===== src/sv/boxf_pkg.sv =====
// shared constants for the box filter smoothing block
// frame geometry, window limits and datapath widths; no dependencies
package boxf_pkg;

  localparam int FRAME_WIDTH  = 8;
  localparam int FRAME_HEIGHT = 8;
  localparam int PIX_TOTAL    = FRAME_WIDTH * FRAME_HEIGHT;

  localparam int PIX_W   = 8;
  localparam int PIX_MAX = 255;
  localparam int WIN_W   = 3;
  localparam int WIN_MAX = 7;
  localparam int WIN_RESET = 3;

  localparam int ACC_W  = $clog2(WIN_MAX * WIN_MAX * PIX_MAX + 1);
  localparam int DVS_W  = $clog2(WIN_MAX * WIN_MAX + 1);
  localparam int ROW_W  = $clog2(FRAME_HEIGHT);
  localparam int COL_W  = $clog2(FRAME_WIDTH);
  localparam int ADDR_W = $clog2(PIX_TOTAL);
  localparam int CRD_W  = ((ROW_W > COL_W) ? ROW_W : COL_W) + WIN_W + 1;

endpackage


===== src/sv/boxf_div.sv =====
// iterative restoring divider, one quotient bit per cycle
// depends on boxf_pkg for the dividend and divisor widths
module boxf_div
  import boxf_pkg::*;
(
  input  logic             clk,
  input  logic             rst,
  input  logic             start,
  input  logic [ACC_W-1:0] dividend,
  input  logic [DVS_W-1:0] divisor,
  output logic             done,
  output logic [ACC_W-1:0] quotient
);

  localparam int CNT_W = $clog2(ACC_W + 1);

  logic             busy;
  logic [CNT_W-1:0] count;
  logic [DVS_W-1:0] dvs;
  logic [DVS_W-1:0] rem;
  logic [ACC_W-1:0] quo;
  logic [DVS_W:0]   trial;
  logic             ge;

  assign trial    = {rem, quo[ACC_W-1]};
  assign ge       = trial >= {1'b0, dvs};
  assign quotient = quo;

  always_ff @(posedge clk) begin
    if (rst) begin
      busy  <= 1'b0;
      done  <= 1'b0;
      count <= '0;
    end else begin
      done <= 1'b0;
      if (start) begin
        busy  <= 1'b1;
        count <= '0;
      end else if (busy) begin
        count <= count + 1'b1;
        if (count == CNT_W'(ACC_W - 1)) begin
          busy <= 1'b0;
          done <= 1'b1;
        end
      end
    end
  end

  always_ff @(posedge clk) begin
    if (start) begin
      dvs <= divisor;
      rem <= '0;
      quo <= dividend;
    end else if (busy) begin
      quo <= {quo[ACC_W-2:0], ge};
      rem <= ge ? DVS_W'(trial - {1'b0, dvs}) : trial[DVS_W-1:0];
    end
  end

endmodule


===== src/sv/box_filter_mean_smoothing.sv =====
// Box filter smoothing of one 8x8 frame of 8-bit pixels. Pixels are taken in raster
// order into an internal frame store, one per cycle while s_axis_tready is high. When
// the last pixel of the frame arrives the block stops taking input and produces the
// whole smoothed frame in raster order, m_axis_tlast marking its final pixel. Each
// output is the sum over a square of side 2*(window_size/2)+1 centred on the pixel
// (edges clamped), divided by window_size^2, truncated and saturated at 255; a window
// size of zero acts as one, and saturation only bites for even sizes. Each output pixel
// is built in steps: one frame store read per window pixel into a single accumulator, a
// drain and a start state to finish the sum and start the divide, a shift-and-subtract
// divide, and the output state, which holds the pixel until the receiver takes it.
// window_size may only be written between frames.
// depends on boxf_pkg and boxf_div
module box_filter_mean_smoothing
  import boxf_pkg::*;
(
  input  logic             clk,
  input  logic             rst,
  input  logic             cfg_wen,
  input  logic [WIN_W-1:0] cfg_wdata,      // window_size
  input  logic             s_axis_tvalid,
  output logic             s_axis_tready,
  input  logic [PIX_W-1:0] s_axis_tdata,   // pixel_in
  output logic             m_axis_tvalid,
  input  logic             m_axis_tready,
  output logic [PIX_W-1:0] m_axis_tdata,   // pixel_out
  output logic             m_axis_tlast    // last_out
);

  localparam logic [2:0] ST_LOAD  = 3'd0;
  localparam logic [2:0] ST_SUM   = 3'd1;
  localparam logic [2:0] ST_DRAIN = 3'd2;
  localparam logic [2:0] ST_START = 3'd3;
  localparam logic [2:0] ST_DIV   = 3'd4;
  localparam logic [2:0] ST_OUT   = 3'd5;

  logic [2:0]        state;
  logic [WIN_W-1:0]  win_size;
  logic [ADDR_W-1:0] load_count;
  logic [ADDR_W-1:0] out_idx;
  logic [ROW_W-1:0]  row;
  logic [COL_W-1:0]  col;
  logic [WIN_W-1:0]  wr;
  logic [WIN_W-1:0]  wc;
  logic [ACC_W-1:0]  acc;
  logic              rd_pend;
  logic [PIX_W-1:0]  rd_data;
  logic [PIX_W-1:0]  frame_store [PIX_TOTAL];

  logic [WIN_W-1:0]  size_eff;
  logic [WIN_W-1:0]  span;
  logic [DVS_W-1:0]  divisor;
  logic [CRD_W-1:0]  crd_y;
  logic [CRD_W-1:0]  crd_x;
  logic [ROW_W-1:0]  y;
  logic [COL_W-1:0]  x;
  logic [ADDR_W-1:0] rd_addr;
  logic              in_req;
  logic              out_req;
  logic              div_done;
  logic [ACC_W-1:0]  quotient;

  assign size_eff = (win_size == '0) ? WIN_W'(1) : win_size;
  assign span     = {size_eff[WIN_W-1:1], 1'b0};
  assign divisor  = DVS_W'(size_eff) * DVS_W'(size_eff);

  assign in_req  = s_axis_tvalid && s_axis_tready;
  assign out_req = m_axis_tvalid && m_axis_tready;
  assign s_axis_tready = (state == ST_LOAD);
  assign m_axis_tvalid = (state == ST_OUT);

  // window coordinate, then clamp to the frame
  assign crd_y = CRD_W'(row) + CRD_W'(wr) - CRD_W'(size_eff[WIN_W-1:1]);
  assign crd_x = CRD_W'(col) + CRD_W'(wc) - CRD_W'(size_eff[WIN_W-1:1]);

  always_comb begin
    if (crd_y[CRD_W-1]) begin
      y = '0;
    end else if (crd_y > CRD_W'(FRAME_HEIGHT - 1)) begin
      y = ROW_W'(FRAME_HEIGHT - 1);
    end else begin
      y = crd_y[ROW_W-1:0];
    end
    if (crd_x[CRD_W-1]) begin
      x = '0;
    end else if (crd_x > CRD_W'(FRAME_WIDTH - 1)) begin
      x = COL_W'(FRAME_WIDTH - 1);
    end else begin
      x = crd_x[COL_W-1:0];
    end
  end

  assign rd_addr = ADDR_W'(y * FRAME_WIDTH + x);

  always_ff @(posedge clk) begin
    if (in_req) begin
      frame_store[load_count] <= s_axis_tdata;
    end
    if (state == ST_SUM) begin
      rd_data <= frame_store[rd_addr];
    end
  end

  boxf_div u_div (
    .clk      (clk),
    .rst      (rst),
    .start    (state == ST_START),
    .dividend (acc),
    .divisor  (divisor),
    .done     (div_done),
    .quotient (quotient)
  );

  always_ff @(posedge clk) begin
    if (rst) begin
      win_size <= WIN_W'(WIN_RESET);
    end else if (cfg_wen) begin
      win_size <= cfg_wdata;
    end
  end

  always_ff @(posedge clk) begin
    if (rst) begin
      state      <= ST_LOAD;
      load_count <= '0;
      out_idx    <= '0;
      row        <= '0;
      col        <= '0;
      wr         <= '0;
      wc         <= '0;
      rd_pend    <= 1'b0;
    end else begin
      rd_pend <= (state == ST_SUM);
      unique case (state)
        ST_LOAD: begin
          if (in_req) begin
            if (load_count == ADDR_W'(PIX_TOTAL - 1)) begin
              load_count <= '0;
              out_idx    <= '0;
              row        <= '0;
              col        <= '0;
              wr         <= '0;
              wc         <= '0;
              state      <= ST_SUM;
            end else begin
              load_count <= load_count + 1'b1;
            end
          end
        end
        ST_SUM: begin
          if (wc == span) begin
            wc <= '0;
            if (wr == span) begin
              wr    <= '0;
              state <= ST_DRAIN;
            end else begin
              wr <= wr + 1'b1;
            end
          end else begin
            wc <= wc + 1'b1;
          end
        end
        ST_DRAIN: begin
          state <= ST_START;
        end
        ST_START: begin
          state <= ST_DIV;
        end
        ST_DIV: begin
          if (div_done) begin
            state <= ST_OUT;
          end
        end
        ST_OUT: begin
          if (out_req) begin
            if (m_axis_tlast) begin
              state <= ST_LOAD;
            end else begin
              out_idx <= out_idx + 1'b1;
              if (col == COL_W'(FRAME_WIDTH - 1)) begin
                col <= '0;
                row <= row + 1'b1;
              end else begin
                col <= col + 1'b1;
              end
              state <= ST_SUM;
            end
          end
        end
        default: begin
          state <= ST_LOAD;
        end
      endcase
    end
  end

  // accumulator and result register
  always_ff @(posedge clk) begin
    if (state == ST_LOAD || state == ST_OUT) begin
      acc <= '0;
    end else if (rd_pend) begin
      acc <= acc + ACC_W'(rd_data);
    end
    if (state == ST_DIV && div_done) begin
      m_axis_tdata <= (quotient > ACC_W'(PIX_MAX)) ? PIX_W'(PIX_MAX) : quotient[PIX_W-1:0];
      m_axis_tlast <= (out_idx == ADDR_W'(PIX_TOTAL - 1));
    end
  end

  a_ready_valid_excl : assert property (@(posedge clk) disable iff (rst)
    !(s_axis_tready && m_axis_tvalid))
    else $error("input and output handshakes open together");

  a_frame_end_reload : assert property (@(posedge clk) disable iff (rst)
    (m_axis_tvalid && m_axis_tready && m_axis_tlast) |=> s_axis_tready)
    else $error("not back to loading after the last output pixel");

  a_load_continues : assert property (@(posedge clk) disable iff (rst)
    (in_req && load_count != ADDR_W'(PIX_TOTAL - 1)) |=> s_axis_tready)
    else $error("loading stopped before the frame was complete");

  a_frame_start : assert property (@(posedge clk) disable iff (rst)
    (in_req && load_count == ADDR_W'(PIX_TOTAL - 1)) |=> (state == ST_SUM && out_idx == '0))
    else $error("output pass did not start at the first pixel");

endmodule

===== config.mk =====
export PLATFORM = sky130hd
export DESIGN_NAME = box_filter_mean_smoothing
export DESIGN_NICKNAME = d
export VERILOG_FILES = /design/src/sv/boxf_pkg.sv /design/src/sv/boxf_div.sv /design/src/sv/box_filter_mean_smoothing.sv
export SDC_FILE = /design/constraint.sdc
export NUM_CORES = 1
export LEC_CHECK = 0
export CORE_MARGIN = 3
export CORE_UTILIZATION = 37
export CTS_CLUSTER_DIAMETER = 150
export DETAILED_ROUTE_END_ITERATION = 6
export DONT_BUFFER_PORTS = 1
export MAX_ROUTING_LAYER = met4
export PLACE_DENSITY_LB_ADDON = 0.25
export REMOVE_ABC_BUFFERS = 1
export SYNTH_ARGS = -nofsm -noshare
export SYNTH_HDL_FRONTEND = slang
export SYNTH_SLANG_ARGS = --single-unit

===== constraint.sdc =====
create_clock -name clk -period 9.3 [get_ports clk]
set_input_delay 0.93 -clock clk [delete_from_list [all_inputs] [get_ports clk]]
set_output_delay 0.93 -clock clk [all_outputs]
set_load 0.05 [all_outputs]

==> results.json <==
{
  "cts_resized": 0,
  "end_kind": "flop",
  "final_common_cell": "edfxtp_1",
  "fin_util": 0.424,
  "ant_nets": 0,
  "drt-initial-drc-count": 1774,
  "worstSkewPairLatency_ps": 660,
  "wl_per_cell_um": 25.1,
  "grt_pass1_wl_um": 105000,
  "io_pins": 27,
  "leakagePower_nw": 9.20,
  "place_ws_ps": 4370,
  "ys_seq_elements": 605,
  "worstReg2RegStart": "win_size[2]",
  "p_total_mw": 6.77,
  "cts_buffer_depth": 3,
  "cts_made_buffers": 61,
  "fmax_mhz": 198,
  "fp.dieH_um": 266,
  "tns_ps": 0,
  "grt_antenna_before_repair": 1,
  "seq_area_frac_synth": 0.702,
  "die-area_um2": 70900,
  "fin_skew_ps": 34.8,
  "core_area_um2": 66500,
  "hold_path.class": "primary input to flop",
  "max_slew_margin": 0.272,
  "yosys_warnings": 0,
  "viasPerCell": 5.74,
  "drtPass1Iterations": 5,
  "multi_input_area_um2": 6840,
  "pwr_density_cell_nw_per_um2": 240,
  "layout-drive-gt1-share": 0.0837,
  "crit_arrival_ps": 5470,
  "vias": 16140,
  "rows": 94,
  "synth_edf_count": 548,
  "ys.flop_type": "edfxtp_1",
  "crit_path_start_kind": "flop",
  "drc": 0,
  "mostFrequentLayoutCells": "edfxtp_1, nand2_1, nor2_1, o22ai_1, a21oi_1",
  "synthesis.area_um2": 25100,
  "hpwlAfterDp_um": 45200,
  "grt-ovfl-total": 0,
  "timing.rr.end": "rd_data[1]",
  "worst_hold_slack_ps": 362,
  "finalCritPeriodShare": 0.542,
  "maxCapViolCount": 0,
  "start_util": 0.377,
  "crit_path_max_fanout": 59,
  "worst_slack_ps": 4260,
  "rr_worst_depth": 12,
  "min_path_cells": 1,
  "slew_violations": 0,
  "cts_hold_buf": 0,
  "period_needed_ps": 5040,
  "grt_pass1_vias": 15751,
  "syn_avg_cell_area_um2": 13.1,
  "post_cts_buffers": 0,
  "grt_usage": 0.204,
  "place_congestion": 0.969,
  "worstMarginPinSlew_ps": 1090,
  "htreeDepth": 2,
  "area_growth_pct": 12.5,
  "n_fill_cell": 5964,
  "seq_area_um2": 17600,
  "holdPathEnd": "col[2]",
  "die_w_um": 266,
  "routed_wl_um": 70700,
  "cts-root-buf": "clkbuf_16",
  "holdCritStartpoint": "rst",
  "grt_max_degree": 65,
  "ir_drop_v": 0.000219,
  "async_flop_share": 0,
  "reg2reg_setup_slack_ps": 4260,
  "synthCells": 1921,
  "status": "complete, no violations",
  "cts_sinks": 605,
  "cts_tree": "yes",
  "ys_types": 74,
  "port_buffers": 0,
  "layout.nets": 1952,
  "setup_viol": 0,
  "rsz0062_at_grt": "false",
  "critPathRequiredTime_ps": 9730,
  "critPathKind": "flop to flop",
  "finalHoldViolations": 0,
  "clk_pin_slew_ps": 70
}
-- cell usage after synthesis, types with 18 or more instances --
library cell	n	area [µm²]
a21oi_1	73	365
o21ai_0	45	225
a31oi_1	23	144
mux2i_1	41	410
nand4_1	18	113
buf_2	40	200
inv_1	49	184
nor3_1	26	130
nand3_1	65	325
dfxtp_1	57	1140
nor2_1	152	571
xor2_1	18	158
nand2_1	309	1160
clkbuf_1	44	165
o22ai_1	79	494
o32ai_1	32	280
edfxtp_1	548	16500
ha_1	35	438
-- layer usage --
layer	up-vias	global-route usage	routed length (µm)
met4	0	0.0754	2870
met1	8101	0.265	29400
met5	-	-	0
met2	674	0.315	32400
met3	151	0.0435	6100
li1	7214	-	-
-- where the power goes --
group / internal, mW / total, mW / switching, mW
registers: 3.00 / 3.03 / 0.0280
logic: 0.257 / 0.912 / 0.655
clock network: 1.74 / 2.83 / 1.09
-- worst max-delay path by stage --
stage,depth (start not counted),slack (ps),end,start
3_5_place_dp,12,4370,rd_data[1],win_size[2]
4_1_cts,12,4320,rd_data[1],win_size[2]
5_1_grt,12,4090,rd_data[1],win_size[2]
6_report,12,4260,rd_data[1],win_size[2]
3_3_place_gp,12,4470,rd_data[6],win_size[2]
2_1_floorplan,11,1730,rd_data[0],win_size[2]
-- per-stage QoR --
stage	std cells	instance area (µm²)
after floorplan	1813	24600
after global routing	2813	28200
after detailed placement	2697	25900
after global placement	2697	25900
final	2813	28200
after CTS	2812	28200
-- sequential cells by signal (all words and copies together), names as in the netlist, 4 cells and up --
name	flops
acc	14
frame_store	512
load_count	6
m_axis_tdata	8
out_idx	6
rd_data	8
u_div.count	4
u_div.dvs	5
u_div.quotient	14
u_div.rem	6
-- worst max-delay path: stages, from the launching register on --
cell	delay (ps)
dfxtp_1	580
fa_1	490
inv_1	120
ha_1	250
a21o_1	220
mux2i_2	360
or3_2	440
buf_4	660
nor2_1	290
nand4_1	220
o211ai_1	140
or4_1	620
nor4_1	360
-- cell families after synthesis --
group | count (synthesis) | synth area share
compound gates | 367 | 0.0996
flops | 605 | 0.702
fa+ha+maj | 40 | 0.0215
mux | 44 | 0.0178
simple gates | 673 | 0.120
xor+xnor | 34 | 0.0119
buf+inv | 158 | 0.0277
-- cell type report --
cell class | count | share of cell area
multi-input cells | 1158 | 0.243
repair buffers | 20 | 0.00532
well taps | 864 | 0.0383
clock inverters | 41 | 0.0262
flip-flops and latches | 605 | 0.624
clock buffers | 74 | 0.0569
diodes | 1 | 0.0000887
inverters | 50 | 0.00665
No activity file was read; power rests on OpenSTA's default activity.
